File: src/rtl/core/uart_datagram_crc8_framer_macros.svh
// Assertion macros for the UART datagram framer.
// Used by the top level; needs a clock and an active-low reset name per use.
`ifndef UART_DATAGRAM_CRC8_FRAMER_MACROS_SVH
`define UART_DATAGRAM_CRC8_FRAMER_MACROS_SVH

`ifndef SYNTH
`define UCF_ASSERT_ALWAYS(lbl, clk_s, rst_s, expr) \
    lbl: assert property (@(posedge clk_s) disable iff (!rst_s) (expr)) \
        else $error("ucf: invariant violated");
`define UCF_ASSERT_IMPLY(lbl, clk_s, rst_s, ante, cons) \
    lbl: assert property (@(posedge clk_s) disable iff (!rst_s) (ante) |-> (cons)) \
        else $error("ucf: implication violated");
`else
`define UCF_ASSERT_ALWAYS(lbl, clk_s, rst_s, expr)
`define UCF_ASSERT_IMPLY(lbl, clk_s, rst_s, ante, cons)
`endif

`endif

File: src/rtl/core/ucf_pkg.sv
// Shared types, constants and the CRC-8 helper of the UART datagram framer.
// No dependencies.
`timescale 1ns / 1ps

package ucf_pkg;

    localparam int WRITE_CRC_INDEX = 7;
    localparam int READ_CRC_INDEX  = 3;
    localparam int ECHO_BYTES      = 4;
    localparam int REPLY_LEN       = 8;

    localparam logic [7:0] CRC_POLY = 8'h07;

    localparam int JOB_FIFO_DEPTH = 2;
    localparam int FIFO_PTR_W     = (JOB_FIFO_DEPTH > 1) ? $clog2(JOB_FIFO_DEPTH) : 1;
    localparam int FIFO_CNT_W     = $clog2(JOB_FIFO_DEPTH + 1);

    // Configuration register indexes.
    localparam int CFG_INDEX_W = 1;
    localparam logic [CFG_INDEX_W-1:0] CFG_SYNC_BYTE     = 1'b0;
    localparam logic [CFG_INDEX_W-1:0] CFG_SLAVE_ADDRESS = 1'b1;

    localparam logic [7:0] SYNC_BYTE_RESET     = 8'h05;
    localparam logic [7:0] SLAVE_ADDRESS_RESET = 8'h00;

    typedef enum logic [1:0] {
        ACT_WRITE = 2'd0,
        ACT_READ  = 2'd1,
        ACT_RX    = 2'd2
    } action_t;

    typedef enum logic [1:0] {
        JOB_WRITE = 2'd0,
        JOB_READ  = 2'd1,
        JOB_REPLY = 2'd2
    } job_kind_t;

    // One queued job: a request to serialize or a checked reply to report.
    typedef struct packed {
        job_kind_t   kind;
        logic [7:0]  addr;
        logic [31:0] data;
        logic        err;
    } job_t;

    typedef struct packed {
        logic full;
        logic empty;
    } fifo_stat_t;

    // CRC-8, polynomial 0x07, byte fed least significant bit first.
    function automatic logic [7:0] crc8_byte(input logic [7:0] crc, input logic [7:0] b);
        logic [7:0] c;
        c = crc;
        for (int k = 0; k < 8; k++) begin
            if (c[7] ^ b[k])
                c = {c[6:0], 1'b0} ^ CRC_POLY;
            else
                c = {c[6:0], 1'b0};
        end
        return c;
    endfunction

endpackage

File: src/rtl/core/ucf_in_if.sv
// Input channel of the framer: requests and received line bytes.
// No dependencies.
`timescale 1ns / 1ps

interface ucf_in_if;
    logic        valid;
    logic        ready;
    logic [1:0]  action;
    logic [7:0]  reg_addr;
    logic [31:0] write_value;
    logic [7:0]  rx_byte;

    modport source (output valid, action, reg_addr, write_value, rx_byte, input ready);
    modport sink   (input valid, action, reg_addr, write_value, rx_byte, output ready);
endinterface

File: src/rtl/core/ucf_out_if.sv
// Output channel of the framer: transmit bytes and checked replies.
// No dependencies.
`timescale 1ns / 1ps

interface ucf_out_if;
    logic        valid;
    logic        ready;
    logic        tx_valid;
    logic [7:0]  tx_byte;
    logic        last_byte;
    logic        reply_valid;
    logic [31:0] reply_data;
    logic        crc_error;

    modport source (output valid, tx_valid, tx_byte, last_byte, reply_valid, reply_data,
                    crc_error, input ready);
    modport sink   (input valid, tx_valid, tx_byte, last_byte, reply_valid, reply_data,
                    crc_error, output ready);
endinterface

File: src/rtl/core/ucf_front.sv
// Front end: accepts words, runs the reply receiver and queues jobs.
// Depends on ucf_pkg and ucf_in_if.
`timescale 1ns / 1ps

module ucf_front (
    input  logic                clk,
    input  logic                rst_n,
    ucf_in_if.sink              item,
    input  ucf_pkg::fifo_stat_t fifo_stat,
    output logic                push,
    output ucf_pkg::job_t       push_job
);

    logic [2:0]  echo_skip_reg,   echo_skip_next;
    logic [3:0]  reply_count_reg, reply_count_next;
    logic [7:0]  reply_crc_reg,   reply_crc_next;
    logic [31:0] reply_shift_reg, reply_shift_next;
    logic        accept;

    assign item.ready = !fifo_stat.full;
    assign accept     = item.valid && item.ready;

    always_comb
    begin
        echo_skip_next   = echo_skip_reg;
        reply_count_next = reply_count_reg;
        reply_crc_next   = reply_crc_reg;
        reply_shift_next = reply_shift_reg;
        push             = 1'b0;
        push_job.kind    = ucf_pkg::JOB_WRITE;
        push_job.addr    = item.reg_addr;
        push_job.data    = item.write_value;
        push_job.err     = 1'b0;
        if (accept)
        begin
            unique case (item.action)
                ucf_pkg::ACT_WRITE:
                begin
                    push = 1'b1;
                end
                ucf_pkg::ACT_READ:
                begin
                    push             = 1'b1;
                    push_job.kind    = ucf_pkg::JOB_READ;
                    echo_skip_next   = 3'(ucf_pkg::ECHO_BYTES);
                    reply_count_next = 4'd0;
                    reply_crc_next   = 8'h00;
                    reply_shift_next = 32'h0;
                end
                ucf_pkg::ACT_RX:
                begin
                    // The own echo is dropped before reply bytes are collected.
                    if (echo_skip_reg != 3'd0)
                    begin
                        echo_skip_next = echo_skip_reg - 3'd1;
                    end
                    else if (reply_count_reg < 4'(ucf_pkg::REPLY_LEN - 1))
                    begin
                        reply_crc_next   = ucf_pkg::crc8_byte(reply_crc_reg, item.rx_byte);
                        reply_shift_next = {reply_shift_reg[23:0], item.rx_byte};
                        reply_count_next = reply_count_reg + 4'd1;
                    end
                    else if (reply_count_reg == 4'(ucf_pkg::REPLY_LEN - 1))
                    begin
                        reply_count_next = 4'(ucf_pkg::REPLY_LEN);
                        push             = 1'b1;
                        push_job.kind    = ucf_pkg::JOB_REPLY;
                        push_job.data    = reply_shift_reg;
                        push_job.err     = (reply_crc_reg != item.rx_byte);
                    end
                end
                default:
                begin
                end
            endcase
        end
    end

    always_ff @(posedge clk or negedge rst_n)
    begin
        if (!rst_n)
        begin
            echo_skip_reg   <= 3'd0;
            reply_count_reg <= 4'(ucf_pkg::REPLY_LEN);
            reply_crc_reg   <= 8'h00;
            reply_shift_reg <= 32'h0;
        end
        else
        begin
            echo_skip_reg   <= echo_skip_next;
            reply_count_reg <= reply_count_next;
            reply_crc_reg   <= reply_crc_next;
            reply_shift_reg <= reply_shift_next;
        end
    end

endmodule

File: src/rtl/core/ucf_job_fifo.sv
// Short job queue between the front end and the serializer.
// Depends on ucf_pkg.
`timescale 1ns / 1ps

module ucf_job_fifo (
    input  logic                clk,
    input  logic                rst_n,
    input  logic                push,
    input  ucf_pkg::job_t       push_job,
    input  logic                pop,
    output ucf_pkg::job_t       head,
    output ucf_pkg::fifo_stat_t stat
);

    localparam logic [ucf_pkg::FIFO_PTR_W-1:0] LAST_PTR =
        ucf_pkg::FIFO_PTR_W'(ucf_pkg::JOB_FIFO_DEPTH - 1);
    localparam logic [ucf_pkg::FIFO_CNT_W-1:0] CNT_ONE = ucf_pkg::FIFO_CNT_W'(1);

    ucf_pkg::job_t                   entry_reg [ucf_pkg::JOB_FIFO_DEPTH];
    logic [ucf_pkg::FIFO_PTR_W-1:0]  wr_ptr_reg, rd_ptr_reg;
    logic [ucf_pkg::FIFO_CNT_W-1:0]  count_reg;
    logic                            do_push, do_pop;

    assign stat.full  = (count_reg == ucf_pkg::FIFO_CNT_W'(ucf_pkg::JOB_FIFO_DEPTH));
    assign stat.empty = (count_reg == '0);
    assign do_push    = push && !stat.full;
    assign do_pop     = pop && !stat.empty;
    assign head       = entry_reg[rd_ptr_reg];

    always_ff @(posedge clk)
    begin
        if (do_push)
            entry_reg[wr_ptr_reg] <= push_job;
    end

    always_ff @(posedge clk or negedge rst_n)
    begin
        if (!rst_n)
        begin
            wr_ptr_reg <= '0;
            rd_ptr_reg <= '0;
            count_reg  <= '0;
        end
        else
        begin
            if (do_push)
                wr_ptr_reg <= (wr_ptr_reg == LAST_PTR) ? '0 : wr_ptr_reg + 1'b1;
            if (do_pop)
                rd_ptr_reg <= (rd_ptr_reg == LAST_PTR) ? '0 : rd_ptr_reg + 1'b1;
            if (do_push && !do_pop)
                count_reg <= count_reg + CNT_ONE;
            else if (do_pop && !do_push)
                count_reg <= count_reg - CNT_ONE;
        end
    end

endmodule

File: src/rtl/core/ucf_back.sv
// Back end: serializes request datagrams with their CRC and reports replies.
// Depends on ucf_pkg and ucf_out_if.
`timescale 1ns / 1ps

module ucf_back (
    input  logic                clk,
    input  logic                rst_n,
    input  ucf_pkg::job_t       head,
    input  ucf_pkg::fifo_stat_t fifo_stat,
    input  logic [7:0]          sync_byte,
    input  logic [7:0]          slave_address,
    output logic                pop,
    ucf_out_if.source           result
);

    logic [2:0]  idx_reg, idx_next;
    logic [7:0]  crc_reg, crc_next;
    logic        valid_reg, valid_next;
    logic        tx_valid_reg, tx_valid_next;
    logic [7:0]  tx_byte_reg, tx_byte_next;
    logic        last_reg, last_next;
    logic        reply_valid_reg, reply_valid_next;
    logic [31:0] reply_data_reg, reply_data_next;
    logic        crc_error_reg, crc_error_next;
    logic        load;
    logic        is_crc;
    logic [2:0]  crc_idx;
    logic [7:0]  sel_byte;
    logic [7:0]  line_byte;

    // A new word enters the output register whenever it is empty or being taken.
    assign load = !fifo_stat.empty && (!valid_reg || result.ready);

    assign crc_idx = (head.kind == ucf_pkg::JOB_WRITE) ? 3'(ucf_pkg::WRITE_CRC_INDEX)
                                                       : 3'(ucf_pkg::READ_CRC_INDEX);
    assign is_crc  = (idx_reg == crc_idx);

    always_comb
    begin
        case (idx_reg)
            3'd0:    sel_byte = sync_byte;
            3'd1:    sel_byte = slave_address;
            3'd2:    sel_byte = head.addr;
            3'd3:    sel_byte = head.data[31:24];
            3'd4:    sel_byte = head.data[23:16];
            3'd5:    sel_byte = head.data[15:8];
            3'd6:    sel_byte = head.data[7:0];
            default: sel_byte = 8'h00;
        endcase
    end

    assign line_byte = is_crc ? crc_reg : sel_byte;

    always_comb
    begin
        idx_next         = idx_reg;
        crc_next         = crc_reg;
        pop              = 1'b0;
        valid_next       = result.ready ? 1'b0 : valid_reg;
        tx_valid_next    = tx_valid_reg;
        tx_byte_next     = tx_byte_reg;
        last_next        = last_reg;
        reply_valid_next = reply_valid_reg;
        reply_data_next  = reply_data_reg;
        crc_error_next   = crc_error_reg;
        if (load)
        begin
            valid_next = 1'b1;
            if (head.kind == ucf_pkg::JOB_REPLY)
            begin
                pop              = 1'b1;
                tx_valid_next    = 1'b0;
                tx_byte_next     = 8'h00;
                last_next        = 1'b0;
                reply_valid_next = 1'b1;
                reply_data_next  = head.data;
                crc_error_next   = head.err;
            end
            else
            begin
                pop              = is_crc;
                idx_next         = is_crc ? 3'd0 : idx_reg + 3'd1;
                crc_next         = is_crc ? 8'h00 : ucf_pkg::crc8_byte(crc_reg, line_byte);
                tx_valid_next    = 1'b1;
                tx_byte_next     = line_byte;
                last_next        = is_crc;
                reply_valid_next = 1'b0;
                reply_data_next  = 32'h0;
                crc_error_next   = 1'b0;
            end
        end
    end

    always_ff @(posedge clk or negedge rst_n)
    begin
        if (!rst_n)
        begin
            idx_reg   <= 3'd0;
            crc_reg   <= 8'h00;
            valid_reg <= 1'b0;
        end
        else
        begin
            idx_reg   <= idx_next;
            crc_reg   <= crc_next;
            valid_reg <= valid_next;
        end
    end

    always_ff @(posedge clk)
    begin
        tx_valid_reg    <= tx_valid_next;
        tx_byte_reg     <= tx_byte_next;
        last_reg        <= last_next;
        reply_valid_reg <= reply_valid_next;
        reply_data_reg  <= reply_data_next;
        crc_error_reg   <= crc_error_next;
    end

    assign result.valid       = valid_reg;
    assign result.tx_valid    = tx_valid_reg;
    assign result.tx_byte     = tx_byte_reg;
    assign result.last_byte   = last_reg;
    assign result.reply_valid = reply_valid_reg;
    assign result.reply_data  = reply_data_reg;
    assign result.crc_error   = crc_error_reg;

endmodule

File: src/rtl/core/uart_datagram_crc8_framer.sv
// Top level of the UART datagram framer: config registers, front end, job queue, serializer.
// A request or reply first passes the job queue, then the serializer's output register,
// which gives one output word per cycle while the queue holds jobs and the output is taken;
// a write is 8 bytes, a read 4, a reply 1 word; received bytes with no result give none.
// Reset (async, active low) idles the receiver, empties the queue and restores config.
`timescale 1ns / 1ps
`include "uart_datagram_crc8_framer_macros.svh"

module uart_datagram_crc8_framer (
    input  logic                               clk,
    input  logic                               rst_n,
    ucf_in_if.sink                             item,
    ucf_out_if.source                          result,
    input  logic                               cfg_we,
    input  logic [ucf_pkg::CFG_INDEX_W-1:0]    cfg_index,
    input  logic [7:0]                         cfg_wdata
);

    logic [7:0]          sync_byte_reg;
    logic [7:0]          slave_address_reg;
    logic                push;
    logic                pop;
    ucf_pkg::job_t       push_job;
    ucf_pkg::job_t       head;
    ucf_pkg::fifo_stat_t fifo_stat;

    always_ff @(posedge clk or negedge rst_n)
    begin
        if (!rst_n)
        begin
            sync_byte_reg     <= ucf_pkg::SYNC_BYTE_RESET;
            slave_address_reg <= ucf_pkg::SLAVE_ADDRESS_RESET;
        end
        else if (cfg_we)
        begin
            unique case (cfg_index)
                ucf_pkg::CFG_SYNC_BYTE:     sync_byte_reg     <= cfg_wdata;
                ucf_pkg::CFG_SLAVE_ADDRESS: slave_address_reg <= cfg_wdata;
            endcase
        end
    end

    ucf_front u_front (
        .clk       (clk),
        .rst_n     (rst_n),
        .item      (item),
        .fifo_stat (fifo_stat),
        .push      (push),
        .push_job  (push_job)
    );

    ucf_job_fifo u_fifo (
        .clk      (clk),
        .rst_n    (rst_n),
        .push     (push),
        .push_job (push_job),
        .pop      (pop),
        .head     (head),
        .stat     (fifo_stat)
    );

    ucf_back u_back (
        .clk           (clk),
        .rst_n         (rst_n),
        .head          (head),
        .fifo_stat     (fifo_stat),
        .sync_byte     (sync_byte_reg),
        .slave_address (slave_address_reg),
        .pop           (pop),
        .result        (result)
    );

    `UCF_ASSERT_ALWAYS(a_no_push_when_full, clk, rst_n, !(push && fifo_stat.full))
    `UCF_ASSERT_ALWAYS(a_no_pop_when_empty, clk, rst_n, !(pop && fifo_stat.empty))
    `UCF_ASSERT_IMPLY(a_one_kind, clk, rst_n, result.valid, result.tx_valid != result.reply_valid)
    `UCF_ASSERT_IMPLY(a_last_is_tx, clk, rst_n, result.valid && result.last_byte, result.tx_valid)

endmodule
File: src/flat_wrapper.sv
// flat-port wrapper written by rule: the top's interface ports become plain ports
module uart_datagram_crc8_framer_flat 
  (clk, rst_n, cfg_we, cfg_index, cfg_wdata, item_valid, item_action, item_reg_addr, item_write_value, item_rx_byte, item_ready, result_valid, result_tx_valid, result_tx_byte, result_last_byte, result_reply_valid, result_reply_data, result_crc_error, result_ready);
  ucf_in_if item_i ();
  ucf_out_if result_i ();
  input  logic clk;
  input  logic rst_n;
  input  logic cfg_we;
  input  logic [ucf_pkg::CFG_INDEX_W-1:0] cfg_index;
  input  logic [7:0] cfg_wdata;
  input wire logic [$bits(item_i.valid)-1:0] item_valid;
  input wire logic [$bits(item_i.action)-1:0] item_action;
  input wire logic [$bits(item_i.reg_addr)-1:0] item_reg_addr;
  input wire logic [$bits(item_i.write_value)-1:0] item_write_value;
  input wire logic [$bits(item_i.rx_byte)-1:0] item_rx_byte;
  output wire logic [$bits(item_i.ready)-1:0] item_ready;
  output wire logic [$bits(result_i.valid)-1:0] result_valid;
  output wire logic [$bits(result_i.tx_valid)-1:0] result_tx_valid;
  output wire logic [$bits(result_i.tx_byte)-1:0] result_tx_byte;
  output wire logic [$bits(result_i.last_byte)-1:0] result_last_byte;
  output wire logic [$bits(result_i.reply_valid)-1:0] result_reply_valid;
  output wire logic [$bits(result_i.reply_data)-1:0] result_reply_data;
  output wire logic [$bits(result_i.crc_error)-1:0] result_crc_error;
  input wire logic [$bits(result_i.ready)-1:0] result_ready;
  assign item_i.valid = item_valid;
  assign item_i.action = item_action;
  assign item_i.reg_addr = item_reg_addr;
  assign item_i.write_value = item_write_value;
  assign item_i.rx_byte = item_rx_byte;
  assign item_ready = item_i.ready;
  assign result_valid = result_i.valid;
  assign result_tx_valid = result_i.tx_valid;
  assign result_tx_byte = result_i.tx_byte;
  assign result_last_byte = result_i.last_byte;
  assign result_reply_valid = result_i.reply_valid;
  assign result_reply_data = result_i.reply_data;
  assign result_crc_error = result_i.crc_error;
  assign result_i.ready = result_ready;
  uart_datagram_crc8_framer u_core (.clk(clk), .rst_n(rst_n), .item(item_i), .result(result_i), .cfg_we(cfg_we), .cfg_index(cfg_index), .cfg_wdata(cfg_wdata));
endmodule
File: config.mk
export PLATFORM = sky130hd
export DESIGN_NAME = uart_datagram_crc8_framer_flat
export DESIGN_NICKNAME = d
export VERILOG_FILES = /design/src/rtl/core/ucf_pkg.sv /design/src/rtl/core/ucf_in_if.sv /design/src/rtl/core/ucf_out_if.sv /design/src/rtl/core/ucf_front.sv /design/src/rtl/core/ucf_job_fifo.sv /design/src/rtl/core/ucf_back.sv /design/src/rtl/core/uart_datagram_crc8_framer.sv /design/src/flat_wrapper.sv
export VERILOG_INCLUDE_DIRS = /design/src /design/src/rtl/core
export SDC_FILE = /design/constraint.sdc
export NUM_CORES = 1
export LEC_CHECK = 0
export BUFFER_PORTS_ARGS = -buffer_cell sky130_fd_sc_hd__buf_2
export CAP_MARGIN = 5
export CORE_MARGIN = 1
export CORE_UTILIZATION = 46
export CTS_CLUSTER_DIAMETER = 40
export DETAILED_ROUTE_END_ITERATION = 10
export PLACE_DENSITY_LB_ADDON = 0.05
export SLEW_MARGIN = 10
export SYNTH_ARGS = -nofsm -noshare
export SYNTH_HDL_FRONTEND = slang
export SYNTH_SLANG_ARGS = --single-unit
File: constraint.sdc
create_clock -name clk -period 3.8 [get_ports clk]
set_input_delay 0.19 -clock clk [delete_from_list [all_inputs] [get_ports clk]]
set_output_delay 0.19 -clock clk [all_outputs]
set_load 0.02 [all_outputs]
Yosys cells after proc, flatten, opt, wreduce, memory -nomap -nowiden
Memories as Yosys holds them, arrays and structs flattened.
Cells that the tools add are included.
{"block": "classes", "muxes": 102, "n_reduce_logical": 27, "bitwise": 34, "eq_ne": 17, "add_sub_neg": 7, "n_lt_le_gt_ge": 1}
{"op": "$mux 8", "n": 46}
{"op": "$mux 33", "n": 5}
{"op": "$mux 32", "n": 2}
{"op": "$pmux 32 s2", "n": 1}
{"op": "$mux 3", "n": 19}
{"op": "$pmux 8 s7", "n": 1}
{"op": "$not 3->3", "n": 16}
{"op": "$pmux 8 s2", "n": 1}
{"op": "$xor 1x1->1", "n": 16}
{"op": "$mux 1", "n": 14}
{"op": "$mux 2", "n": 6}
{"op": "$mux 4", "n": 3}
{"op": "$eq 3x3->1 const B", "n": 3}
{"op": "$ne 8x8->1", "n": 1}
{"op": "$pmux 4 s2", "n": 1}
{"op": "$reduce_and 4->1", "n": 2}
{"op": "$eq 2x2->1 const B", "n": 3}
{"op": "$eq 3x2->1 const B", "n": 2}
{"op": "$logic_and 1x1->1", "n": 6}
{"op": "$logic_not 2->1", "n": 3}
{"op": "$ne 2x2->1 const B", "n": 3}
{"op": "$pmux 3 s2", "n": 1}
{"op": "$reduce_and 2->1", "n": 3}
{"op": "$reduce_bool 2->1", "n": 3}
{"op": "other kinds (21)", "n": 27}
{"block": "totals", "in_bits": 64, "register_bits": 123, "out_inout_bits": 46, "ram_bits": 86, "memories": 1, "word_cells": 207}
{"name": "u_core.u_fifo.entry_reg", "words": 2, "width": 43, "read_ports": 1, "rd_clocked_by_memory_dff": 0, "wr": 1, "line_no": "ucf_job_fifo.sv:19", "rtl": "ucf_pkg::job_t entry_reg [ucf_pkg::JOB_FIFO_DEPTH];"}

Depth between registers and ports, before layout
Gate-level depths: netlist of run 1.
{"block": "depth", "word_depth": 47, "depth_mapped": 11, "ltp_nobuf": 10}

Hierarchy
A second synthesis of run 1 with hierarchy kept.
{"block": "hier_totals", "hier_cells": 676, "hier_area_um2": 9868.2}
{"mod": "ucf_job_fifo", "seq_area_each_um2": 2682.6, "area_each_um2": 3500.9, "cells_per_inst": 153, "n_inst": 1}
{"mod": "ucf_back", "seq_area_each_um2": 1621.6, "area_each_um2": 2954.1, "cells_per_inst": 248, "n_inst": 1}
{"mod": "ucf_front", "seq_area_each_um2": 1177.4, "area_each_um2": 2768.9, "cells_per_inst": 240, "n_inst": 1}
{"mod": "uart_datagram_crc8_framer", "seq_area_each_um2": 402.9, "area_each_um2": 644.4, "cells_per_inst": 35, "n_inst": 1}

Least setup slack after synthesis of run 1
OpenSTA, ideal clock, no wires.
{"block": "synth_path", "kind": "register -> register", "from": "reg u_core.u_back.valid_reg, in the netlist u_core.u_back.result.valid", "to": "reg u_core.u_fifo.count_reg[1] (netlist name)", "arrival_ps": 4032, "path_stages_with_launch": 7, "setup_time_ps": 79, "n_path_buf": 0, "path_slack_ps": -311, "synth_period_minus_slack_ps": 4111, "required_time_ps": 3721, "cell_sequence": "dfrtp_1 a21oi_1 o21ai_0 ha_1 xor2_1 nor2_1 xor2_1"}
{"block": "synth_between", "elab_chain_len": 8, "word_cells_on_any_way": 10, "classes_between": "mux: 2; reduce/logical: 8"}
{"item": "start, declared", "line_no": "ucf_back.sv:18", "rtl": "logic valid_reg, valid_next;"}
{"item": "start signal, assigned", "line_no": "ucf_back.sv:106", "rtl": "valid_reg <= valid_next;"}
{"item": "$logic_not 1->1 (*)", "line_no": "ucf_back.sv:32", "rtl": "assign load = !fifo_stat.empty && (!valid_reg || result.ready);"}
{"item": "$logic_or 1x1->1 (*)", "line_no": "ucf_back.sv:32"}
{"item": "$logic_and 1x1->1 (*)", "line_no": "ucf_back.sv:32"}
{"item": "named net u_core.u_back.load", "line_no": "ucf_back.sv:25", "rtl": "logic load;"}
{"item": "$mux 1 (*)", "line_no": "ucf_back.sv:66", "rtl": "if (load)"}
{"item": "$logic_and 1x1->1 (*)", "line_no": "ucf_job_fifo.sv:27", "rtl": "assign do_pop = pop && !stat.empty;"}
{"item": "$logic_not 1->1", "line_no": "ucf_job_fifo.sv:50", "rtl": "if (do_push && !do_pop)"}
{"item": "$logic_and 1x1->1", "line_no": "ucf_job_fifo.sv:50"}
{"item": "$mux 2 or $reduce_bool 2->1 (tied branches)"}
{"item": "end signal, assigned", "line_no": "ucf_job_fifo.sv:51", "rtl": "count_reg <= count_reg + CNT_ONE;"}
{"item": "end signal, assigned", "line_no": "ucf_job_fifo.sv:53", "rtl": "count_reg <= count_reg - CNT_ONE;"}
{"item": "end, declared", "line_no": "ucf_job_fifo.sv:21", "rtl": "logic [ucf_pkg::FIFO_CNT_W-1:0] count_reg;"}
The timed path passes the listed nets; every way through them passes the cells marked *.
A chain may end at the register's enable or synchronous reset.

==> results.md, run 1 <==
* Total routing resource utilization after global routing at 0.212
* Synth Area in Adders at 0.0189
* Worst hold path depth at 2
* Clock network fraction of total power at 0.309
* Crit path cell chain: inv_1 -> ha_1 -> nor4bb_1 -> nand4_1 -> buf_4 -> mux2_2
* Top Family by Delay on Critical Path: simple AND/OR/NAND/NOR gates
* Antenna violations before repair at 0
* Sum of negative setup slack at 0 ns
* Weighted congestion at the end of routability-driven global placement at 0.960
* Most common cell after layout, fill and taps aside: sky130_fd_sc_hd__edfxtp_1
* Number of buffers inserted to repair setup after CTS at 0
* Critical Path Fanout Max at 21
* Number of placed instances with taps included at 1008
* Startpoint type of the worst setup path: flop
* Combinational family with the most area after synthesis: multiplexers
* Fraction of synthesized cell area in xor and xnor cells at 0.0572
* Worst Hold Endpoint: u_core.u_fifo.entry_reg[0][2]
* Leakage dissipation at 4.84 nW
* Relative contribution of sequential cells to total power at 0.347
* Number of fill cells at 1590
* Synth warnings at 0
* Startpoint of the worst register-to-register path: u_core.u_front.echo_skip_reg[0]
* Core box area at around 20000 sq um
* Post-Syn Area at 9250 sq um
* Mean Syn Cell Area at 14.2 sq um
* Data arrival, critical path at 3.39 ns
* Diode insertion count for antenna repair at 0
* Worst setup skew after layout at 0.00987 ns
* Wire length of the first global-routing pass at 32700 um
* Clock period minus final worst setup slack at 3.11 ns
* Cell chosen for the clock root: sky130_fd_sc_hd__clkbuf_16
* Share of the clock period used by the worst path at 0.818
* Pwr dens at between 700 and 800 nW/um^2
* Gate count after technology mapping at between 600 and 700
* Detailed Place HPWL at 14500 um
* Number of iterations in the first detailed-routing pass at 4
* Setup slack on the worst flop-to-flop path at 0.69 ns
* Maximum number of pins on one net before global-route repair at 51
* Crit path max-delay cell type: sky130_fd_sc_hd__nand4_1
* Max incr delay on CP at 0.77 ns
* Area of the die at 20700 sq um
* Final net count at between 900 and 1000
* Layout-stage area growth over the synthesis result at 26.6%
* Drt total wl at 21200 um
* Share of layout cells above drive strength 1 at 0.299
* Vias in the first global route at 5817
* Combinational fraction of design power at 0.344
* Routed wirelength normalized by instance count at 19.0 um
* Worst reg2reg path depth at 6
* Actual slew at the worst max-slew pin at 0.854 ns
* Fmax achieved at 0.322 GHz
* Critical path buffer and inverter count at 2
* Number of failing hold endpoints at the final stage at 0
* Clock tree buffer depth at 3
* Seq/Total Area, Yosys at 0.636
* Number of max-slew violations in the final report at 0
* Proportion of register bits with asynchronous set or reset after synthesis at 0.378
* Simple-Gate Fraction of Synth Area at 0.0571
* Via count at 5807
* Number of cell rows at 51
* Number of levels the H-tree was split into at 1
* Clock Pin Slew Worst Setup and Hold Paths at 0.06 ns
* DRC marker count from the first detailed-route iteration at 268
* Max FFs per register at 86
* Result of the run: finished clean
* Highest-count cells in the layout ignoring fill and taps: sky130_fd_sc_hd__edfxtp_1 (130), sky130_fd_sc_hd__buf_2 (108), sky130_fd_sc_hd__dfrtp_1 (75), sky130_fd_sc_hd__mux2_2 (61), sky130_fd_sc_hd__dlygate4sd3_1 (54)
* Number of cells in the finished layout apart from fillers at 1120
* Setup repair after global routing missed its margin: false
* Number of enable flip-flop cells after synthesis at 130
* Total of endpoints with negative setup slack in the final report at 0
* Total area of multi-input combinational cells at 3180 sq um
* Worst vdd rail ir drop at 479 uV
* Cell-internal power at 0.00597 W
* Average via count per standard cell at just over 5
* Portion of netlist area occupied by mux cells at 0.117
* Net Count, Synth at 728
* CTS buffer count at 31
* Most used flip-flop cell after synthesis: sky130_fd_sc_hd__edfxtp_1
* Clock latency of the later-clocked register in the worst-skew pair at ~0.54 ns
* CTS tree: yes
* Kind of capture point of the worst setup path: flop
* Setup Crit Path Kind: reg2reg
* Number of antenna-violating nets in the routed design at 0
* Cell variety after synth at 56
* I/O pin cnt at 110
* Floorplan die width at roughly 140 um
* Crit path required time at 4.08 ns
* NetSw at between 0.003 and 0.004 W
* Tightest Hold Check Type: in2reg
* Total of max-cap violations at 0
* Synthesis-stage register bit count at 209
* Fraction of the mapped netlist area in compound gates at 0.0904
* Startpoint of the tightest hold check path: item_write_value[1]
* Count of input and output buffers at ~110
* Remaining design rule violation count at 0
* Switching fraction of total power at 0.346
* Die extent in y at 144 um
* Initial standard-cell utilization of the core at 0.472
* Remaining max-slew budget at the tightest pin at 0.429
* Sinks on Clock Net at ~210
* Capturing point of the worst reg2reg path: u_core.u_fifo.entry_reg[0][21]
* Total area of sequential cells at approximately 5900 sq um
* Total congestion overflow after global routing at 0
[logic make-up after synthesis]
family / after synthesis
AOI/OAI and AO/OA: 117
adders and majority gates: 14
xor gates and xnor gates: 55
and+or+nand+nor: 112
muxes: 98
buffers and inverters: 45
DFF: 209
[Yosys cell counts (all sizes together) (3+ instances only)]
cell,number,share of area
a21oi,8,0.0047
a22oi,8,0.0065
xnor2,34,0.036
nor2,47,0.019
nand2b,3,0.0020
o2bb2ai,3,0.0028
ha,14,0.019
o21ai,31,0.017
nand2,28,0.011
xor2,20,0.019
a211oi,3,0.0024
nor3,5,0.0038
mux2,61,0.074
and2,12,0.0081
nor2b,4,0.0027
dfstp,3,0.0085
o22ai,11,0.0074
edfxtp,130,0.42
mux2i,37,0.043
a22o,38,0.036
a211o,4,0.0038
clkbuf,18,0.0073
inv,17,0.0069
buf,10,0.0087
dfrtp,76,0.21
[through the flow]
stage          cell area (sq um)  utilization  worst slack [ns]  hold slack, ns  total power [W]
4_1_cts                    11700        0.598             0.709         0.00331          0.00920
3_5_place_dp               10100        0.516             0.692           0.302          0.00631
6_report                   11700        0.598             0.693          0.0283          0.00912
2_1_floorplan               9260            -             0.561          -0.106          0.00552
3_3_place_gp               10100        0.516             0.803           0.287          0.00626
5_1_grt                    11700        0.598             0.562         0.00603          0.00958
[what timing repair did]
item	CTS	global route
gates resized for setup	0	0
hold buffers	54	0
endpoints found under the hold margin	143	0
[worst max path at each step]
stage / startpoint / to / depth (start not counted)
2_1_floorplan: u_core.u_front.echo_skip_reg[0] / u_core.u_fifo.entry_reg[0][0] / 6
5_1_grt: u_core.u_front.echo_skip_reg[0] / u_core.u_fifo.entry_reg[0][21] / 6
3_3_place_gp: item_action[0] / u_core.u_fifo.entry_reg[0][30] / 7
4_1_cts: u_core.u_front.echo_skip_reg[0] / u_core.u_fifo.entry_reg[0][21] / 6
3_5_place_dp: item_action[0] / u_core.u_fifo.entry_reg[0][21] / 7
6_report: u_core.u_front.echo_skip_reg[0] / u_core.u_fifo.entry_reg[0][21] / 6
[layout make-up]
class / count / share of cell area
clock buffers: 33 / 0.0686
clock inverters: 25 / 0.0222
inverters: 17 / 0.00545
multi-input cells: 396 / 0.271
flip-flops and latches: 209 / 0.502
well taps: 265 / 0.0283
repair buffers: 175 / 0.102
[power groups by stage]
stage / registers [W] / clock network [W] / logic, W
CTS: 0.00317 / 0.00288 / 0.00315
global placement: 0.00320 / 0 / 0.00306
global route: 0.00321 / 0.00296 / 0.00340
floorplan: 0.00343 / 0 / 0.00209
finish: 0.00317 / 0.00282 / 0.00314
detailed placement: 0.00321 / 0 / 0.00311
[worst reg2reg max path, stage by stage, from the launching register on]
cell                       delay [ns]
sky130_fd_sc_hd__dfrtp_1         0.38
sky130_fd_sc_hd__inv_1           0.11
sky130_fd_sc_hd__ha_1            0.21
sky130_fd_sc_hd__nor4bb_1        0.51
sky130_fd_sc_hd__nand4_1         0.77
sky130_fd_sc_hd__buf_4           0.53
sky130_fd_sc_hd__mux2_2          0.34
[routing by layer]
metal | share of wire | track usage
met1 | 0.47 | 0.302
met2 | 0.47 | 0.341
met3 | 0.049 | 0.0327
met4 | 0.014 | 0.0521
met5 | 0 | 0
(Power assumes the default switching activity.)
==> run 2, diff against run 1 <==
ABC_AREA = 1   (was not set)
clock period = 2.9 ns   (was 3.8 ns; I/O delays follow)
==> run 2 against run 1 <==
Worst setup slack lost 0.34 ns. Critical endpoint is now u_core.u_fifo.count_reg[1]. Design area is 1.8% higher. First-iteration DRC count grew 94%. Routed wire length is 11% higher. Largest power group is now combinational cells. Register-to-register slack got worse by 0.34 ns. Critical path depth grew 6. Hold slack got worse by 0.0096 ns. Utilization fell by 1.1 points. Combinational power rose by 62%. Sequential share of layout area shrank 0.90 points.
==> results.md, run 2 <==
* Result of the run: finished clean (unchanged)
* Gate count after technology mapping at 987 (was 650)
* Synth warnings at 0 (unchanged)
* Synth area leader: sky130_fd_sc_hd__edfxtp_1 (unchanged)
* Startpoint of the tightest hold check path: item_write_value[10] (was item_write_value[1])
* Setup slack on the worst flop-to-flop path at 0.35 ns (was 0.69 ns)
* Drt total wl at 23500 um (was 21200 um)
* Most numerous cell types in the synthesized netlist: sky130_fd_sc_hd__nand2_1 (286), sky130_fd_sc_hd__edfxtp_1 (130), sky130_fd_sc_hd__inv_1 (112) (was sky130_fd_sc_hd__edfxtp_1 (130), sky130_fd_sc_hd__dfrtp_1 (76), sky130_fd_sc_hd__mux2_2 (61))
* Post-Syn Area at 9580 sq um (was 9250 sq um)
* Total congestion overflow after global routing at 0 (unchanged)
* Most used flip-flop cell after synthesis: sky130_fd_sc_hd__edfxtp_1 (unchanged)
* Number of antenna-violating nets in the routed design at 0 (unchanged)
* Total of endpoints with negative setup slack in the final report at 0 (unchanged)
* Clock Pin Slew Worst Setup and Hold Paths at 0.06 ns (about the same)
* Seq/Total Area, Yosys at 0.614 (was 0.636)
* Worst hold path depth at 3 (was 2)
* Tightest Hold Check Type: in2reg (unchanged)
* Fmax achieved at 0.392 GHz (was 0.322 GHz)
* Area of the die at 21400 sq um (was 20700 sq um)
* Cell chosen for the clock root: sky130_fd_sc_hd__clkbuf_16 (unchanged)
* Remaining design rule violation count at 0 (unchanged)
* Startpoint of the worst register-to-register path: u_core.u_fifo.rd_ptr_reg (was u_core.u_front.echo_skip_reg[0])
* Diode insertion count for antenna repair at 0 (unchanged)
* Remaining max-slew budget at the tightest pin at 0.491 (was 0.429)
* Average via count per standard cell at 4.98 (was 5.18)
* Leakage dissipation at 5.41 nW (was 4.84 nW)
* Worst reg2reg path depth at 12 (was 6)
* Via count at 7214 (was 5807)
* Share of layout cells above drive strength 1 at 0.179 (was 0.299)
* Setup repair after global routing missed its margin: false (unchanged)
* Cell variety after synth at 44 (was 56)
* Number of max-slew violations in the final report at 0 (unchanged)
* Worst setup skew after layout at 0.0141 ns (was 0.00987 ns)
* Number of cell rows at 52 (was 51)
* Total of max-cap violations at 0 (unchanged)
* Proportion of register bits with asynchronous set or reset after synthesis at 0.378 (unchanged)
* Net Count, Synth at 1065 (was 728)
* Worst Hold Endpoint: u_core.u_fifo.entry_reg[1][11] (was u_core.u_fifo.entry_reg[0][2])
* Count of input and output buffers at 109 (unchanged)
* Number of failing hold endpoints at the final stage at 0 (unchanged)
* Pwr dens at 1110 nW/um^2 (was 779 nW/um^2)
* Sum of negative setup slack at 0 ns (unchanged)
* Number of fill cells at 1809 (was 1590)
* Critical Path Fanout Max at 45 (was 21)
* I/O pin cnt at 110 (unchanged)
* Clock period minus final worst setup slack at 2.55 ns (was 3.11 ns)
* CTS tree: yes (unchanged)
* DRC marker count from the first detailed-route iteration at 519 (was 268)
* Worst vdd rail ir drop at 585 uV (was 479 uV)
* Floorplan die width at 146 um (was 144 um)
* Crit path required time at 3.32 ns (was 4.08 ns)
* Highest-count cells in the layout ignoring fill and taps: sky130_fd_sc_hd__nand2_1 (285), sky130_fd_sc_hd__edfxtp_1 (130), sky130_fd_sc_hd__inv_1 (112), sky130_fd_sc_hd__buf_2 (108), sky130_fd_sc_hd__o21ai_0 (80) (was sky130_fd_sc_hd__edfxtp_1 (130), sky130_fd_sc_hd__buf_2 (108), sky130_fd_sc_hd__dfrtp_1 (75), sky130_fd_sc_hd__mux2_2 (61), sky130_fd_sc_hd__dlygate4sd3_1 (54))
* Initial standard-cell utilization of the core at 0.472 (about the same)
* Core box area at 20300 sq um (was 19600 sq um)
* Post_cts resized at 0 (unchanged)
* Total routing resource utilization after global routing at 0.226 (was 0.212)
* Clock tree buffer depth at 3 (unchanged)
* CTS buffer count at 31 (unchanged)
* Critical path startpoint: u_core.u_fifo.rd_ptr_reg (was u_core.u_front.echo_skip_reg[0])
* Share of the clock period used by the worst path at 0.879 (was 0.818)
* Post-route core utilization at 0.587 (was 0.598)
* Clock latency of the later-clocked register in the worst-skew pair at 0.55 ns (was 0.54 ns)
* Ranking of synthesized cells by area: sky130_fd_sc_hd__edfxtp_1 (41%), sky130_fd_sc_hd__dfrtp_1 (20%), sky130_fd_sc_hd__nand2_1 (11%) (was sky130_fd_sc_hd__edfxtp_1 (42%), sky130_fd_sc_hd__dfrtp_1 (21%), sky130_fd_sc_hd__mux2_2 (7.4%))
* Number of levels the H-tree was split into at 1 (unchanged)
* Wire length of the first global-routing pass at 37400 um (was 32700 um)
* Number of enable flip-flop cells after synthesis at 130 (unchanged)
* Sinks on Clock Net at 209 (unchanged)
* Final net count at 1231 (was 908)
* Capturing point of the worst reg2reg path: u_core.u_fifo.count_reg[1] (was u_core.u_fifo.entry_reg[0][21])
* Number of iterations in the first detailed-routing pass at 5 (was 4)
* Kind of capture point of the worst setup path: flop (unchanged)
* Cell with the most instances after synthesis: sky130_fd_sc_hd__nand2_1 (was sky130_fd_sc_hd__edfxtp_1)
* Data arrival, critical path at 2.97 ns (was 3.39 ns)
* Actual slew at the worst max-slew pin at 0.763 ns (was 0.854 ns)
* Routed wirelength normalized by instance count at 16.2 um (was 19.0 um)
* Die extent in y at 146 um (was 144 um)
* Vias in the first global route at 6912 (was 5817)
* Mean Syn Cell Area at 9.71 sq um (was 14.2 sq um)
* Maximum number of pins on one net before global-route repair at 67 (was 51)
* Max FFs per register at 86 (unchanged)
* Synth top area share at 0.408 (was 0.422)
* Antenna violations before repair at 0 (unchanged)
* Layout-stage area growth over the synthesis result at 24.5% (was 26.6%)
* Most common cell after layout, fill and taps aside: sky130_fd_sc_hd__nand2_1 (was sky130_fd_sc_hd__edfxtp_1)
* Weighted congestion at the end of routability-driven global placement at 0.867 (was 0.960)
* Detailed Place HPWL at 16100 um (was 14500 um)
* Setup Crit Path Kind: reg2reg (unchanged)
* Synthesis-stage register bit count at 209 (unchanged)
* Startpoint type of the worst setup path: flop (unchanged)
-- run 2: cell types whose count changed after synthesis, sizes merged, moves of 21 or more --
cell and delta:
nand2 +267, inv +102, mux2 -61, o21ai +53, nand3 +49, a22o -36
mux2i -36, a21oi +27, xnor2 -24, o22ai +21
-- run 2: worst max-delay path by stage --
stage | depth (start not counted) | slack (ns) | to
floorplan | 8 | 0.009 | u_core.u_fifo.count_reg[1]
global placement | 10 | 0.23 | u_core.u_fifo.entry_reg[0][39]
detailed placement | 10 | 0.20 | u_core.u_fifo.entry_reg[0][39]
CTS | 12 | 0.34 | u_core.u_fifo.count_reg[1]
global route | 12 | 0.08 | u_core.u_fifo.count_reg[1]
finish | 12 | 0.35 | u_core.u_fifo.count_reg[1]
-- run 2: where the power goes --
part / total, W / switching (W) / internal, W
Sequential: 0.00442 / 0.000335 / 0.00408
Clock: 0.00371 / 0.00140 / 0.00230
Combinational: 0.00508 / 0.00347 / 0.00160
Total: 0.0132 / 0.00521 / 0.00799
-- run 2: worst max-delay path, stage by stage (launching register included) --
cell	delay (ns)
sky130_fd_sc_hd__dfrtp_1	0.55
sky130_fd_sc_hd__buf_12	0.27
sky130_fd_sc_hd__nand2_1	0.10
sky130_fd_sc_hd__nand2_2	0.09
sky130_fd_sc_hd__nand2_1	0.07
sky130_fd_sc_hd__nand2_2	0.13
sky130_fd_sc_hd__nand3_4	0.20
sky130_fd_sc_hd__nand2_1	0.17
sky130_fd_sc_hd__nand2_1	0.11
sky130_fd_sc_hd__ha_1	0.35
sky130_fd_sc_hd__a21oi_1	0.11
sky130_fd_sc_hd__o21ai_0	0.11
sky130_fd_sc_hd__xor2_1	0.16
-- run 2: area by class of cell --
type | instances | area, sq um | area share
Timing Repair Buffer | 163 | 1100 | 0.0925
Multi-Input combinational cell | 627 | 3100 | 0.260
Inverter | 121 | 459 | 0.0385
Sequential cell | 209 | 5880 | 0.493
Tap cell | 270 | 338 | 0.0283
Clock inverter | 22 | 229 | 0.0192
Clock buffer | 36 | 815 | 0.0683
-- run 2: per-stage QoR --
| stage | cell area [sq um] | std cells | setup WS (ns) | hold slack [ns] | total power, W |
|---|---|---|---|---|---|
| 6_report | 11900 | 1448 | 0.351 | 0.0187 | 0.0132 |
| 5_1_grt | 11900 | 1448 | 0.0800 | 0.0187 | 0.0141 |
| 4_1_cts | 11900 | 1448 | 0.339 | 0.00229 | 0.0133 |
| 3_5_place_dp | 10500 | 1350 | 0.202 | 0.268 | 0.00952 |
| 3_3_place_gp | 10500 | 1350 | 0.229 | 0.272 | 0.00947 |
| 2_1_floorplan | 9590 | 987 | 0.00880 | -0.151 | 0.00808 |
-- run 2: cells by family (layout without fill, tap and decap cells) --
| family | after synthesis | count (layout) | synth area share |
|---|---|---|---|
| AND/OR/NAND/NOR | 422 | 422 | 0.182 |
| flip-flops | 209 | 209 | 0.614 |
| AO/OA/AOI/OAI | 164 | 164 | 0.0948 |
| buffers and inverters | 151 | 342 | 0.0654 |
| XOR/XNOR | 26 | 26 | 0.0238 |
| adder cells (fa/ha/maj) | 14 | 14 | 0.0183 |
| multiplexers | 1 | 1 | 0.00104 |
-- run 2: repair_timing --
action,in CTS,in global routing
hold buffers,40,0
hold endpoints to repair,115,0
setup buffers,0,0
-- run 2: metal layers --
layer	GRT usage	vias to the layer above	wire (um)
met5	0	-	0
met1	0.319	3370	10800
met2	0.366	187	11000
met4	0.0635	0	591
li1	-	3617	-
met3	0.0338	40	1100
==> run 3, diff against run 2 <==
CORE_UTILIZATION = 45   (was 46)
==> run 3 against run 2 <==
Register-to-register slack gained 0.03 ns. Design area grew 1.1%. Utilization decreased by 1.2 points. Via count fell by 0.15%. Routed wire length increased by 0.74%. Critical path depth did not move. Sequential power about the same. Critical path type unchanged. Largest power group unchanged.
==> results.md, run 3 (synthesis results as in run 2) <==
* Result of the run: finished clean (unchanged)
* Number of buffers inserted to repair setup after CTS at 0 (unchanged)
* Average via count per standard cell at 4.96 (was 4.98)
* Core box area at 21000 sq um (was 20300 sq um)
* Total congestion overflow after global routing at 0 (unchanged)
* Total area of multi-input combinational cells at 3100 sq um (unchanged)
* Startpoint of the worst register-to-register path: u_core.u_fifo.rd_ptr_reg (unchanged)
* Number of cell rows at 53 (was 52)
* Critical Path Fanout Max at 36 (was 45)
* Worst reg2reg path depth at 12 (unchanged)
* Total routing resource utilization after global routing at 0.225 (was 0.226)
* Tightest Hold Check Type: in2reg (unchanged)
* Max incr delay on CP at 0.49 ns (was 0.55 ns)
* Final Power at 0.0139 W (was 0.0132 W)
* Count of input and output buffers at 109 (unchanged)
* Library cell appearing most often on the critical path: sky130_fd_sc_hd__nand2_1 (unchanged)
* Worst hold-check slack at 0.0138 ns (was 0.0187 ns)
* NetSw at 0.00524 W (was 0.00521 W)
* Hold-fix buffers, CTS at 30 (was 40)
* Routed wirelength normalized by instance count at 16.3 um (was 16.2 um)
* Number of levels the H-tree was split into at 2 (was 1)
* Number of max-slew violations in the final report at 0 (unchanged)
* Crit path required time at 3.29 ns (was 3.32 ns)
* Total area of sequential cells at 5880 sq um (unchanged)
* Number of fill cells at 1896 (was 1809)
* Crit path to: u_core.u_fifo.count_reg[1] (unchanged)
* Cell-internal power at 0.00867 W (was 0.00799 W)
* Clock Pin Slew Worst Setup and Hold Paths at 0.05 ns (was 0.06 ns)
* Combinational fraction of design power at 0.363 (was 0.385)
* Via count at 7203 (was 7214)
* Post_cts resized at 0 (unchanged)
* Startpoint type of the worst setup path: flop (unchanged)
* Drt total wl at 23700 um (was 23500 um)
* Top Family by Delay on Critical Path: simple AND/OR/NAND/NOR gates (unchanged)
* Data arrival, critical path at 2.90 ns (was 2.97 ns)
* Layout-stage area growth over the synthesis result at 25.9% (was 24.5%)
* Number of placed instances with taps included at 1355 (was 1350)
* Actual slew at the worst max-slew pin at 0.790 ns (was 0.763 ns)
* Highest-count cells in the layout ignoring fill and taps: sky130_fd_sc_hd__nand2_1 (285), sky130_fd_sc_hd__edfxtp_1 (130), sky130_fd_sc_hd__inv_1 (112), sky130_fd_sc_hd__buf_2 (108), sky130_fd_sc_hd__o21ai_0 (80) (unchanged)
* Maximum number of pins on one net before global-route repair at 52 (was 67)
* Cell count along the critical path at 12 (unchanged)
* Setup slack on the worst flop-to-flop path at 0.38 ns (was 0.35 ns)
* Cell chosen for the clock root: sky130_fd_sc_hd__clkbuf_16 (unchanged)
* Worst setup skew after layout at 0.0156 ns (was 0.0141 ns)
* Kind of capture point of the worst setup path: flop (unchanged)
* Share of layout cells above drive strength 1 at 0.183 (was 0.179)
* Clock tree buffer depth at 3 (unchanged)
* Setup repair after global routing missed its margin: false (unchanged)
* Initial standard-cell utilization of the core at 0.457 (was 0.472)
* Clock network fraction of total power at 0.319 (was 0.281)
* Antenna violations before repair at 0 (unchanged)
* Total of max-cap violations at 0 (unchanged)
* Critical path buffer and inverter count at 1 (unchanged)
* Number of iterations in the first detailed-routing pass at 5 (unchanged)
* Max FFs per register at 86 (unchanged)
* Worst vdd rail ir drop at 628 uV (was 585 uV)
* Die extent in y at 148 um (was 146 um)
* Placed Instance Area at 10500 sq um (about the same)
* Sum of negative setup slack at 0 ns (unchanged)
* Wire length of the first global-routing pass at 37400 um (about the same)
* Detailed Place HPWL at 16600 um (was 16100 um)
* Remaining design rule violation count at 0 (unchanged)
* Most common cell after layout, fill and taps aside: sky130_fd_sc_hd__nand2_1 (unchanged)
* Number of failing hold endpoints at the final stage at 0 (unchanged)
* Crit path cell chain: inv_6 -> nand2_1 -> nand2_2 -> nand2_1 -> nand2_2 -> nand3_4 -> nand2_1 -> nand2_1 -> ha_1 -> a21oi_1 -> o21ai_0 -> xor2_1 (was buf_12 -> nand2_1 -> nand2_2 -> nand2_1 -> nand2_2 -> nand3_4 -> nand2_1 -> nand2_1 -> ha_1 -> a21oi_1 -> o21ai_0 -> xor2_1)
* Relative contribution of sequential cells to total power at 0.318 (was 0.335)
* Remaining max-slew budget at the tightest pin at 0.468 (was 0.491)
* Share of the clock period used by the worst path at 0.868 (was 0.879)
* Final Cell Area at 12100 sq um (was 11900 sq um)
* Number of antenna-violating nets in the routed design at 0 (unchanged)
* Critical path startpoint: u_core.u_fifo.rd_ptr_reg (unchanged)
* Weighted congestion at the end of routability-driven global placement at 0.843 (was 0.867)
* CTS buffer count at 36 (was 31)
* Diode insertion count for antenna repair at 0 (unchanged)
* DRC marker count from the first detailed-route iteration at 450 (was 519)
* Area of the die at 21900 sq um (was 21400 sq um)
* CTS tree: yes (unchanged)
* Clock period minus final worst setup slack at 2.52 ns (was 2.55 ns)
* Number of cells in the finished layout apart from fillers at 1451 (was 1448)
* Setup Crit Path Kind: reg2reg (unchanged)
* Clock latency of the later-clocked register in the worst-skew pair at 0.51 ns (was 0.55 ns)
* Total of endpoints with negative setup slack in the final report at 0 (unchanged)
* I/O pin cnt at 110 (unchanged)
* Sinks on Clock Net at 209 (unchanged)
* Crit path max-delay cell type: sky130_fd_sc_hd__dfrtp_1 (unchanged)
* Final net count at 1226 (was 1231)
* Leakage dissipation at 5.48 nW (was 5.41 nW)
* Switching fraction of total power at 0.377 (was 0.395)
* Fmax achieved at 0.397 GHz (was 0.392 GHz)
* Floorplan die width at 148 um (was 146 um)
* Vias in the first global route at 6953 (was 6912)
* Capturing point of the worst reg2reg path: u_core.u_fifo.count_reg[1] (unchanged)
* Pwr dens at 1150 nW/um^2 (was 1110 nW/um^2)
## run 3: cell types whose count changed in the layout (fill, tap and decap cells not counted), sizes merged
| cell | delta |
|---|---|
| clkinv | -1 |
| clkbuf | +8 |
| dlygate4sd3 | -10 |
| inv | -3 |
| bufinv | +4 |
## run 3: metrics by stage
stage	worst slack (ns)	utilization
2_1_floorplan	0.00880	-
3_3_place_gp	0.263	0.500
3_5_place_dp	0.292	0.500
4_1_cts	0.364	0.576
5_1_grt	0.159	0.576
6_report	0.384	0.576
## run 3: how the worst min path moves through the flow
stage	start	end	slack, ns	cells after the start
floorplan	rst_n	u_core.slave_address_reg[0]	-0.15	0
global placement	rst_n	u_core.u_back.crc_reg[6]	0.13	1
detailed placement	rst_n	u_core.u_back.crc_reg[7]	0.13	1
CTS	item_write_value[10]	u_core.u_fifo.entry_reg[0][11]	0.002	3
global route	item_write_value[10]	u_core.u_fifo.entry_reg[0][11]	0.01	3
finish	item_write_value[28]	u_core.u_fifo.entry_reg[0][29]	0.01	3
## run 3: power groups by stage
| stage | registers, W | clock network, W | logic [W] |
|---|---|---|---|
| after detailed placement | 0.00447 | 0 | 0.00507 |
| after floorplan | 0.00484 | 0 | 0.00323 |
| after CTS | 0.00443 | 0.00451 | 0.00511 |
| final | 0.00442 | 0.00444 | 0.00505 |
| after global placement | 0.00447 | 0 | 0.00504 |
| after global routing | 0.00451 | 0.00465 | 0.00568 |
## run 3: cell type report
type / count / share of cell area
clock buffer: 44 / 0.0798
clock inverter: 22 / 0.0258
inverter: 121 / 0.0381
multi-input combinational: 627 / 0.257
sequential: 209 / 0.488
tap: 275 / 0.0285
timing repair buffer: 153 / 0.0832
## run 3: layer usage
layer / global-route usage / vias to the layer above / wire (um)
met2: 0.358 / 206 / 11000
met5: 0 / - / 0
met3: 0.0410 / 33 / 1330
li1: - / 3598 / -
met1: 0.312 / 3366 / 10900
met4: 0.0732 / 0 / 512
## run 3: tightest hold or removal path: cells and delay by family
kind / cells / cell delay [ns]
simple gates: 1 / 0.05
buf+inv: 1 / 0.08
compound gates: 1 / 0.11
